### src/hw/rtl/swa_pkg.sv
// Shared constants and types for the sliding window average block.
`default_nettype none

package swa_pkg;

    // Field widths of the request and result items.
    localparam int SAMPLE_W   = 16;
    localparam int WIN_W      = 5;
    localparam int FRAC_W     = 8;
    localparam int AVG_W      = 24;
    localparam int POS_W      = 16;
    localparam int OUT_DATA_W = AVG_W + POS_W;

    // Status that the window stage hands to the control logic.
    typedef struct packed {
        logic done;
        logic has_result;
    } t_win_status;

endpackage

`default_nettype wire

### src/hw/rtl/swa_window.sv
// Sample window: circular sample memory, running sum, fill count and window position.
`default_nettype none

module swa_window
    import swa_pkg::*;
#(
    parameter int MAX_WINDOW = 20,
    localparam int SUM_W = SAMPLE_W + $clog2(MAX_WINDOW)
) (
    input  wire logic                       i_clk,
    input  wire logic                       i_rst_n,
    input  wire logic                       i_clear,
    input  wire logic                       i_start,
    input  wire logic [WIN_W-1:0]           i_win,
    input  wire logic signed [SAMPLE_W-1:0] i_sample,
    input  wire logic                       i_first,
    output t_win_status                     o_status,
    output logic signed [SUM_W-1:0]         o_sum,
    output logic [POS_W-1:0]                o_pos
);

    localparam int SLOT_W = (MAX_WINDOW > 1) ? $clog2(MAX_WINDOW) : 1;
    localparam int CMP_W  = (SLOT_W > WIN_W) ? SLOT_W : WIN_W;

    logic signed [SAMPLE_W-1:0] r_mem [MAX_WINDOW];
    logic signed [SAMPLE_W-1:0] r_old;
    logic signed [SAMPLE_W-1:0] r_sample;
    logic signed [SUM_W-1:0]    r_sum;
    logic signed [SUM_W-1:0]    n_sum;
    logic [SUM_W-1:0]           w_old_ext;
    logic [WIN_W-1:0]           r_fill;
    logic [WIN_W-1:0]           w_new_fill;
    logic [SLOT_W-1:0]          r_slot;
    logic [SLOT_W-1:0]          r_cur;
    logic [SLOT_W-1:0]          w_start_slot;
    logic [SLOT_W-1:0]          w_next_slot;
    logic [POS_W-1:0]           r_index;
    logic [POS_W-1:0]           r_pos;
    logic                       r_busy;
    logic                       w_full;
    logic                       w_has;
    logic                       w_step;
    t_win_status                r_status;

    // Slot that the new sample goes to; a new series starts at slot zero.
    always_comb begin
        w_start_slot = i_first ? '0 : r_slot;
        if (CMP_W'(w_start_slot) >= CMP_W'(i_win)) begin
            w_start_slot = '0;
        end
    end

    // Update of the sum and fill count once the oldest sample has been read.
    always_comb begin
        w_full     = (r_fill >= i_win);
        w_new_fill = w_full ? r_fill : r_fill + WIN_W'(1);
        w_has      = (w_new_fill >= i_win);
        w_old_ext  = w_full ? SUM_W'(r_old) : '0;
        n_sum      = r_sum - $signed(w_old_ext) + SUM_W'(r_sample);
        if (CMP_W'(r_cur) + CMP_W'(1) >= CMP_W'(i_win)) begin
            w_next_slot = '0;
        end else begin
            w_next_slot = r_cur + SLOT_W'(1);
        end
    end

    // The second step of a request completes in this cycle.
    assign w_step = r_busy && !i_clear && !i_start;

    // Control state: counters, sum and the two-step sequence of one request.
    always_ff @(posedge i_clk) begin
        if (!i_rst_n) begin
            r_sum    <= '0;
            r_fill   <= '0;
            r_slot   <= '0;
            r_index  <= '0;
            r_busy   <= 1'b0;
            r_status <= '0;
        end else begin
            r_status.done       <= w_step;
            r_status.has_result <= w_step && w_has;
            if (i_clear) begin
                r_sum   <= '0;
                r_fill  <= '0;
                r_slot  <= '0;
                r_index <= '0;
            end else if (i_start) begin
                r_busy <= 1'b1;
                if (i_first) begin
                    r_sum   <= '0;
                    r_fill  <= '0;
                    r_slot  <= '0;
                    r_index <= '0;
                end
            end else if (r_busy) begin
                r_busy <= 1'b0;
                r_sum  <= n_sum;
                r_fill <= w_new_fill;
                r_slot <= w_next_slot;
                if (w_has && (r_index != '1)) begin
                    r_index <= r_index + POS_W'(1);
                end
            end
        end
    end

    // Sample memory: read the oldest sample on start, write the new one while the request is busy.
    always_ff @(posedge i_clk) begin
        if (i_start) begin
            r_cur    <= w_start_slot;
            r_sample <= i_sample;
            r_old    <= r_mem[w_start_slot];
        end
        if (r_busy) begin
            r_mem[r_cur] <= r_sample;
            r_pos        <= r_index;
        end
    end

    assign o_status = r_status;
    assign o_sum    = r_sum;
    assign o_pos    = r_pos;

endmodule

`default_nettype wire

### src/hw/rtl/swa_divider.sv
// Bit-serial rounding divider: window sum times 256 over the window size.
`default_nettype none

module swa_divider
    import swa_pkg::*;
#(
    parameter int MAX_WINDOW = 20,
    localparam int SUM_W = SAMPLE_W + $clog2(MAX_WINDOW)
) (
    input  wire logic                    i_clk,
    input  wire logic                    i_rst_n,
    input  wire logic                    i_start,
    input  wire logic signed [SUM_W-1:0] i_sum,
    input  wire logic [WIN_W-1:0]        i_win,
    output logic                         o_valid,
    output logic [AVG_W-1:0]             o_quot
);

    // Dividend is 2 * |sum| * 256 + w, divisor is 2 * w.
    localparam int LOW_W = FRAC_W + 1;
    localparam int DIV_W = SUM_W + LOW_W;
    localparam int DVS_W = WIN_W + 1;
    localparam int CNT_W = $clog2(DIV_W + 1);

    logic [DIV_W-1:0] r_dvd;
    logic [DVS_W-1:0] r_dvs;
    logic [DVS_W-1:0] r_rem;
    logic [AVG_W-1:0] r_quot;
    logic [CNT_W-1:0] r_cnt;
    logic             r_neg;
    logic             r_run;
    logic             r_fix;
    logic             r_valid;
    logic [SUM_W-1:0] w_mag;
    logic [DVS_W:0]   w_trial;
    logic [DVS_W:0]   w_diff;
    logic             w_ge;

    // Magnitude of the sum; the sign is applied after the division.
    assign w_mag = i_sum[SUM_W-1] ? (~$unsigned(i_sum) + SUM_W'(1)) : $unsigned(i_sum);

    // One restoring step: shift in the next dividend bit and try the divisor.
    assign w_trial = {r_rem, r_dvd[DIV_W-1]};
    assign w_diff  = w_trial - {1'b0, r_dvs};
    assign w_ge    = (w_trial >= {1'b0, r_dvs});

    // Sequence control: one quotient bit per cycle, then a sign fix-up step before the result is valid.
    always_ff @(posedge i_clk) begin
        if (!i_rst_n) begin
            r_run   <= 1'b0;
            r_fix   <= 1'b0;
            r_valid <= 1'b0;
            r_cnt   <= '0;
        end else begin
            if (i_start) begin
                r_run   <= 1'b1;
                r_fix   <= 1'b0;
                r_valid <= 1'b0;
                r_cnt   <= CNT_W'(DIV_W);
            end else if (r_run) begin
                r_cnt <= r_cnt - CNT_W'(1);
                if (r_cnt == CNT_W'(1)) begin
                    r_run <= 1'b0;
                    r_fix <= 1'b1;
                end
            end else if (r_fix) begin
                r_fix   <= 1'b0;
                r_valid <= 1'b1;
            end
        end
    end

    // Datapath shift registers for dividend, remainder and quotient.
    always_ff @(posedge i_clk) begin
        if (i_start) begin
            r_dvd  <= {w_mag, LOW_W'(i_win)};
            r_dvs  <= {i_win, 1'b0};
            r_rem  <= '0;
            r_quot <= '0;
            r_neg  <= i_sum[SUM_W-1];
        end else if (r_run) begin
            r_dvd  <= {r_dvd[DIV_W-2:0], 1'b0};
            r_rem  <= w_ge ? w_diff[DVS_W-1:0] : w_trial[DVS_W-1:0];
            r_quot <= {r_quot[AVG_W-2:0], w_ge};
        end else if (r_fix && r_neg) begin
            r_quot <= ~r_quot + AVG_W'(1);
        end
    end

    assign o_valid = r_valid;
    assign o_quot  = r_quot;

endmodule

`default_nettype wire

### src/hw/rtl/sliding_window_average.sv
// Top level of the sliding window average: stream ports, control and result register.
`default_nettype none

// Moving average of signed 16-bit samples over the newest window_size samples
// (1 to MAX_WINDOW; a write of zero means 1, larger values are clipped to
// MAX_WINDOW). A write of the window size, or a request with tuser set, starts
// a new series. Once a series holds window_size samples, every request yields
// one result: the mean times 256, rounded to nearest with ties away from zero,
// and the position of the first sample of the window in the series. Nearly
// all of the time of a request goes to the bit-serial divider, which produces
// one quotient bit per cycle over SUM_W + 9 dividend bits, where SUM_W =
// 16 + clog2(MAX_WINDOW). A new request is taken while the previous result
// still waits in the output register.
module sliding_window_average
    import swa_pkg::*;
#(
    parameter int MAX_WINDOW = 20
) (
    input  wire logic                  i_clk,
    input  wire logic                  i_rst_n,
    input  wire logic                  i_cfg_wr_en,
    input  wire logic [WIN_W-1:0]      i_cfg_wr_data,
    input  wire logic                  s_axis_tvalid,
    output logic                       s_axis_tready,
    input  wire logic [SAMPLE_W-1:0]   s_axis_tdata,   // [15:0] sample
    input  wire logic                  s_axis_tuser,   // [0] first_of_series
    output logic                       m_axis_tvalid,
    input  wire logic                  m_axis_tready,
    output logic [OUT_DATA_W-1:0]      m_axis_tdata    // [23:0] average, [39:24] position
);

    localparam int SUM_W = SAMPLE_W + $clog2(MAX_WINDOW);

    typedef enum logic [1:0] {
        ST_IDLE,
        ST_WIN,
        ST_DIV
    } t_state;

    t_state                  r_state;
    logic [WIN_W-1:0]        r_win;
    logic [WIN_W-1:0]        w_cfg_win;
    logic                    r_out_valid;
    logic [AVG_W-1:0]        r_avg;
    logic [POS_W-1:0]        r_pos;
    logic                    w_accept;
    logic                    w_div_start;
    logic                    w_div_valid;
    logic                    w_out_load;
    logic [AVG_W-1:0]        w_quot;
    t_win_status             w_stat;
    logic signed [SUM_W-1:0] w_sum;
    logic [POS_W-1:0]        w_pos;

    // Effective window size from the written value.
    always_comb begin
        if (i_cfg_wr_data == '0) begin
            w_cfg_win = WIN_W'(1);
        end else if (int'(i_cfg_wr_data) > MAX_WINDOW) begin
            w_cfg_win = WIN_W'(MAX_WINDOW);
        end else begin
            w_cfg_win = i_cfg_wr_data;
        end
    end

    assign s_axis_tready = (r_state == ST_IDLE);
    assign w_accept      = s_axis_tvalid && s_axis_tready;
    assign w_div_start   = (r_state == ST_WIN) && w_stat.done && w_stat.has_result;
    assign w_out_load    = (r_state == ST_DIV) && w_div_valid
                           && (!r_out_valid || m_axis_tready);

    swa_window #(
        .MAX_WINDOW (MAX_WINDOW)
    ) u_window (
        .i_clk    (i_clk),
        .i_rst_n  (i_rst_n),
        .i_clear  (i_cfg_wr_en),
        .i_start  (w_accept),
        .i_win    (r_win),
        .i_sample ($signed(s_axis_tdata)),
        .i_first  (s_axis_tuser),
        .o_status (w_stat),
        .o_sum    (w_sum),
        .o_pos    (w_pos)
    );

    swa_divider #(
        .MAX_WINDOW (MAX_WINDOW)
    ) u_divider (
        .i_clk   (i_clk),
        .i_rst_n (i_rst_n),
        .i_start (w_div_start),
        .i_sum   (w_sum),
        .i_win   (r_win),
        .o_valid (w_div_valid),
        .o_quot  (w_quot)
    );

    // Request sequencing and the output result register.
    always_ff @(posedge i_clk) begin
        if (!i_rst_n) begin
            r_state     <= ST_IDLE;
            r_out_valid <= 1'b0;
            r_win       <= WIN_W'(1);
        end else begin
            if (i_cfg_wr_en) begin
                r_win <= w_cfg_win;
            end
            if (w_out_load) begin
                r_out_valid <= 1'b1;
                r_avg       <= w_quot;
                r_pos       <= w_pos;
            end else if (m_axis_tready) begin
                r_out_valid <= 1'b0;
            end
            case (r_state)
                ST_IDLE: begin
                    if (w_accept) begin
                        r_state <= ST_WIN;
                    end
                end
                ST_WIN: begin
                    if (w_stat.done) begin
                        r_state <= w_stat.has_result ? ST_DIV : ST_IDLE;
                    end
                end
                ST_DIV: begin
                    if (w_out_load) begin
                        r_state <= ST_IDLE;
                    end
                end
                default: begin
                    r_state <= ST_IDLE;
                end
            endcase
        end
    end

    assign m_axis_tvalid = r_out_valid;
    assign m_axis_tdata  = {r_pos, r_avg};

    // The window stage reports completion only while the control waits for it.
    a_win_done_expected: assert property (@(posedge i_clk) disable iff (!i_rst_n)
        w_stat.done |-> (r_state == ST_WIN))
        else $error("window stage finished outside of a request");

    // The effective window size always lies between one and the maximum.
    a_win_in_range: assert property (@(posedge i_clk) disable iff (!i_rst_n)
        (r_win != '0) && (int'(r_win) <= MAX_WINDOW))
        else $error("effective window size out of range");

    // Starting a division withdraws the previous quotient.
    a_div_restart: assert property (@(posedge i_clk) disable iff (!i_rst_n)
        w_div_start |=> !w_div_valid)
        else $error("divider shows a stale quotient after start");

endmodule

`default_nettype wire
### config.mk
export PLATFORM = sky130hd
export DESIGN_NAME = sliding_window_average
export DESIGN_NICKNAME = d
export VERILOG_FILES = /design/src/hw/rtl/swa_pkg.sv /design/src/hw/rtl/swa_window.sv /design/src/hw/rtl/swa_divider.sv /design/src/hw/rtl/sliding_window_average.sv
export SDC_FILE = /design/constraint.sdc
export NUM_CORES = 1
export LEC_CHECK = 0
export BUFFER_PORTS_ARGS = -buffer_cell sky130_fd_sc_hd__buf_2
export CELL_PAD_IN_SITES_DETAIL_PLACEMENT = 1
export CELL_PAD_IN_SITES_GLOBAL_PLACEMENT = 2
export CORE_ASPECT_RATIO = 1.1
export CORE_MARGIN = 1.5
export CORE_UTILIZATION = 44
export DETAILED_ROUTE_END_ITERATION = 6
export HOLD_SLACK_MARGIN = 0.08
export PLACE_DENSITY = 0.88
export SLEW_MARGIN = 20
export SYNTH_ARGS = -nofsm -noshare
export SYNTH_HDL_FRONTEND = slang
export SYNTH_SLANG_ARGS = --single-unit
### constraint.sdc
create_clock -name i_clk -period 6.05 [get_ports i_clk]
set_input_delay 0.605 -clock i_clk [delete_from_list [all_inputs] [get_ports i_clk]]
set_output_delay 0.605 -clock i_clk [all_outputs]
set_load 0.005 [all_outputs]
# Yosys cells after proc, flatten, opt, wreduce, memory -nomap -nowiden
# Memory sizes are Yosys's and may differ from the RTL's. A register that Yosys moved wholly into a read port is not among the register bits.
# Index checks and enable logic that the tools add are counted.
[totals] ff_bits=209 output_inout_bits=42 memories=1 ramBits=320
[op_classes] n_bitwise=4 mux=40 eq_ne=8 reduce_logical=29 n_lt_le_gt_ge=6 addsub=9
[memory_table] name="u_window.r_mem" words=20 word_bits=16 rd=1 rd_ports_with_merged_regs=1 wr=1 line="swa_window.sv:25" rtl="logic signed [SAMPLE_W-1:0] r_mem [MAX_WINDOW];"
[op_table] operator="2-to-1 mux 21 bit" count=5
[op_table] operator="2-to-1 mux 5 bit" count=13
[op_table] operator="2-to-1 mux 16 bit" count=4
[op_table] operator="2-to-1 mux 30 bit" count=2
[op_table] operator="2-to-1 mux 24 bit" count=2
[op_table] operator="adder 24 x 1 -> 24 bit, second input constant" count=1
[op_table] operator="NOT 24 bit" count=1
[op_table] operator="adder 21 x 1 -> 21 bit, second input constant" count=1
[op_table] operator="adder 21 x 16 -> 21 bit" count=1
[op_table] operator="NOT 21 bit" count=1
[op_table] operator="subtractor 21 bit" count=1
[op_table] operator="greater-or-equal comparator 5 bit" count=4
[op_table] operator="adder 16 x 1 -> 16 bit, second input constant" count=1
[op_table] operator="inequality test 16 bit, second input constant" count=1
[op_table] operator="adder 5 x 1 -> 5 bit, second input constant" count=2
[op_table] operator="logical AND 1 bit" count=10
[op_table] operator="nonzero test 2 bit" count=5
[op_table] operator="2-to-1 mux 1 bit" count=8
[op_table] operator="2-to-1 mux 2 bit" count=4
[op_table] operator="greater-or-equal comparator 7 x 6 -> 1 bit" count=1
[op_table] operator="2-to-1 mux 6 bit" count=1
[op_table] operator="one-hot mux 2 bit (3 select lines)" count=1
[op_table] operator="AND reduction 2 bit" count=3
[op_table] operator="AND reduction 3 bit" count=2
[op_table] operator="15 further kinds" count=21

# Depth between registers and ports, before layout
[logic_depth] depth_word=7 mapped_depth=21 mapped_depth_nobuf=20

# Modules after synthesis
# A second synthesis with hierarchy kept.
[unflattened] cells_unflattened=2116 hier_area_um2=24757.5
[by_module_without_submodules] module="swa_window" cells_each=1556 n_inst=1 area_per_inst_um2=18884.4 seq_area_each_um2=12201.7
[by_module_without_submodules] module="swa_divider" cells_each=477 n_inst=1 area_per_inst_um2=4314.1 seq_area_each_um2=1801.7
[by_module_without_submodules] module="sliding_window_average" cells_each=83 n_inst=1 area_per_inst_um2=1559.0 seq_area_each_um2=1361.3

# Least setup slack after synthesis
# Ideal clock, no wire load.
[synth_timing] path_type="register to register" from="reg u_window.r_fill[0]" to="reg u_window.r_sum[19], in the netlist u_window.o_sum[19]" t_arrival_ps=4084 stages_incl_launch_ff=20 path_slack_ps=1833 path_buffers=1 cell_sequence="dfxtp_1 inv_1 ha_1 nand2b_1 a21o_1 a21o_1 a21o_1 a21o_1 clkbuf_1 and2_1 fa_1 inv_1 ha_1 a211oi_1 o21ai_0 a31o_2 nor3b_1 o311ai_0 xnor2_1 o22ai_1"
[synth_between] elab_chain_cells=6
[synth_lines] item="start: declaration" line="swa_window.sv:31" rtl="logic [WIN_W-1:0] r_fill;"
[synth_lines] item="start signal: assignment" line="swa_window.sv:98" rtl="r_fill <= w_new_fill;"
[synth_lines] item="greater-or-equal comparator 5 bit" line="swa_window.sv:55" rtl="w_full = (r_fill >= i_win);"
[synth_lines] item="2-to-1 mux 21 bit" line="swa_window.sv:58" rtl="w_old_ext = w_full ? SUM_W'(r_old) : '0;"
[synth_lines] item="subtractor 21 bit" line="swa_window.sv:59" rtl="n_sum = r_sum - $signed(w_old_ext) + SUM_W'(r_sample);"
[synth_lines] item="adder 21 x 16 -> 21 bit" line="swa_window.sv:59"
[synth_lines] item="2-to-1 mux 21 bit" line="swa_window.sv:95" rtl="end else if (r_busy) begin"
[synth_lines] item="2-to-1 mux 21 bit" line="swa_window.sv:87" rtl="end else if (i_start) begin"
[synth_lines] item="end signal: assignment" line="swa_window.sv:97" rtl="r_sum <= n_sum;"
[synth_lines] item="end: declaration" line="swa_window.sv:28" rtl="logic signed [SUM_W-1:0] r_sum;"
# No other way between the ends. The select of a mux whose other input is x is not followed.
# A chain may end at the register's enable or synchronous reset.

# Worst setup path in the final report
# Same ends and word-level chain as after synthesis.

==> metrics.txt <==
Synth area leaders edfxtp_1, dfxtp_1, ha_1, nand2_1, o21ai_0; EDFF count, synth 445; Synth Flop Type edfxtp_1; Starting DRT DRC Count 1178; postcts setup bufs 0; vias after detailed routing approximately 16000; Crit path arrival time 5.38 ns; Post-layout nets 2094; warnings from Yosys 0; initial core utilization 44.6%; Slew headroom 24.8%; Power Total 0.00816 W; # fillers roughly 5600; TritonCTS clock tree yes; pins over their slew limit 0; Pwr Density slightly above 300 mW/mm²; Worst VDD drop 0.298 mV; residual DRC count 0; Yosys cell types 75; Die ar. 0.0558 mm²; number of hold violations in the final report 0; area delta synth->final 12.9%; Initial DRT Pass Iterations 5; ant diodes 0; period utilisation layout 81.3%; die width 225 µm; DR vias/cell about 5.8; MaxCap Viol Count 0; Worst Tran Pin Value 1.12 ns; synthesized flop and latch total roughly 550; Post-synth top cells edfxtp_1, nand2_1, nor2_1; dpl ws around 1.1 ns; f_max 0.203 GHz; Setup TNS Final 0 ns; cts repair resizes 0; clock latency on the worst-skew pair between 0.6 and 0.7 ns; vias in the first global route 16604; global-route wire length before repair 97.4 mm; GPL Wtd Cong 0.843; Mapped Area 0.0239 mm²; CP Capture Type flip-flop; RSZ-0062 raised after global routing no; critical path type flip-flop to flip-flop; status completed; core area 0.0537 mm²; Port Buffers 68; leak pwr 9.33 nW; HPWL after DPL approximately 42 mm; Tot GR Track Use about 23%; Post-Synthesis Cells 1916; Clock Root Buffer clkbuf_16; maximum clock path buffer count 3; clock sink count 545; peak fanout along the critical path 23; pin count of the biggest net entering global routing 72; Final Skew 0.0250 ns; antenna violations before repair 0; syn_nets 2021; clock-pin slew on the worst setup and hold paths about 0.060 ns; Final WS setup 1.13 ns; final wirelength 63.4 mm; most numerous cell in the Yosys netlist edfxtp_1; I/O Pins 69; htree depth 2; Final setup violation count 0; hold slack 0.152 ns; row count 89; sequential cell area 0.0154 mm²; fin crit period 4.92 ns; cell taking the most area after synthesis edfxtp_1; CTS buffer count 56; Synth async-reset ratio 0%; Seq/Total Area, Yosys ~64%; Crit path required time ~6.5 ns; share of cells above drive strength 1 11.8%; GR Overflow Total 0; top-area cell type share of the netlist area a little under three fifths; Routed Antenna Nets 0; die span in y 248 µm; Hold Buf Count CTS 0; Hold Crit Class primary input to flip-flop; Startpoint Class flip-flop; multi-input logic area 0.00778 mm²; Post-Syn Area per Cell 12.5 µm²; WL per Instance 22.9 µm
==> power by group <==
part / switching, W / internal [W] / leakage [nW]
registers: 0.0000395 / 0.00408 / 4.81
logic: 0.000384 / 0.000230 / 3.62
clock network: 0.00143 / 0.00200 / 0.897
total: 0.00185 / 0.00631 / 9.33
==> flip-flops by register name (all words and copies together), names as in the netlist, 6 cells and up <==
| signal | cells |
|---|---|
| r_avg | 24 |
| r_pos | 16 |
| u_divider.o_quot | 24 |
| u_divider.r_dvd | 30 |
| u_divider.r_rem | 6 |
| u_window.o_pos | 16 |
| u_window.o_sum | 21 |
| u_window.r_index | 16 |
| u_window.r_mem | 320 |
| u_window.r_old | 16 |
| u_window.r_sample | 16 |
==> layout make-up <==
type / count / share of cell area [%]
clock buffer: 81 / 6.07
clock inverter: 22 / 0.718
inverter: 126 / 1.75
multi-input combinational: 1155 / 28.8
sequential: 545 / 56.9
tap: 728 / 3.37
timing repair buffer: 105 / 2.44
==> layer usage <==
metal  routed length, µm  share of wire [%]  global-route usage, %
met4                2470                3.9                   10.4
met2               32700                 52                   40.8
met3                2840                4.5                   2.98
met1               25400                 40                   27.7
met5                   0                  0                      0
==> kinds of logic after synthesis <==
group	count (synthesis)	synth area share [%]
buffers and inverters	216	3.71
AND/OR/NAND/NOR	569	11.2
XOR/XNOR	58	2.12
adder cells (fa/ha/maj)	78	4.74
AO/OA/AOI/OAI	391	10.7
flip-flops	545	64.2
multiplexers	59	3.30
==> cells in the final DEF, fill, tap and decap left out, types with 17 or more instances in the layout <==
master / synthesis / routed
o22ai_1: 28 / 28
inv_1: 119 / 118
a311oi_1: 17 / 17
and3_1: 18 / 18
nor3_1: 33 / 28
and2_1: 29 / 29
buf_4: 3 / 34
nor2_1: 140 / 136
o221ai_1: 20 / 20
nand2_1: 173 / 172
buf_2: 24 / 68
fa_1: 21 / 21
xnor2_1: 45 / 45
ha_1: 57 / 57
a21oi_1: 64 / 64
edfxtp_1: 445 / 445
o211ai_1: 25 / 25
nand3_1: 83 / 83
mux2i_1: 43 / 43
o21ai_0: 107 / 107
nand4_1: 29 / 29
clkbuf_16: 0 / 59
dfxtp_1: 100 / 99
==> worst max-delay path, stage by stage (launching register included) <==
cell	delay, ns
dfxtp_1	0.42
inv_1	0.09
ha_1	0.26
nand2b_1	0.14
a21o_1	0.17
a21o_1	0.16
a21o_1	0.19
a21o_1	0.42
and2_1	0.29
fa_1	0.54
inv_1	0.06
ha_1	0.31
a211oi_1	0.33
o21ai_0	0.22
a31o_2	0.31
nor3b_1	0.39
o311ai_0	0.20
xnor2_1	0.16
o22ai_1	0.09
==> per-stage QoR <==
stage               utilization [%]  area (µm²)  std cells
global route                   50.3       27000       2762
global placement               46.8       25100       2657
detailed placement             46.8       25100       2657
CTS                            50.3       27000       2760
floorplan                         -       23900       1916
finish                         50.3       27000       2762
==> final timing paths <==
check	slack [ns]	cells past startpoint	from	endpoint
setup reg to reg	1.13	18	u_window.r_fill[0]	u_window.o_sum[19]
hold / removal	0.15	1	s_axis_tdata[11]	u_window.r_sample[11]
setup / recovery	1.13	18	u_window.r_fill[0]	u_window.o_sum[19]
hold reg to reg	0.42	0	u_window.o_pos[8]	r_pos[8]
No activity file was read; power rests on OpenSTA's default activity.
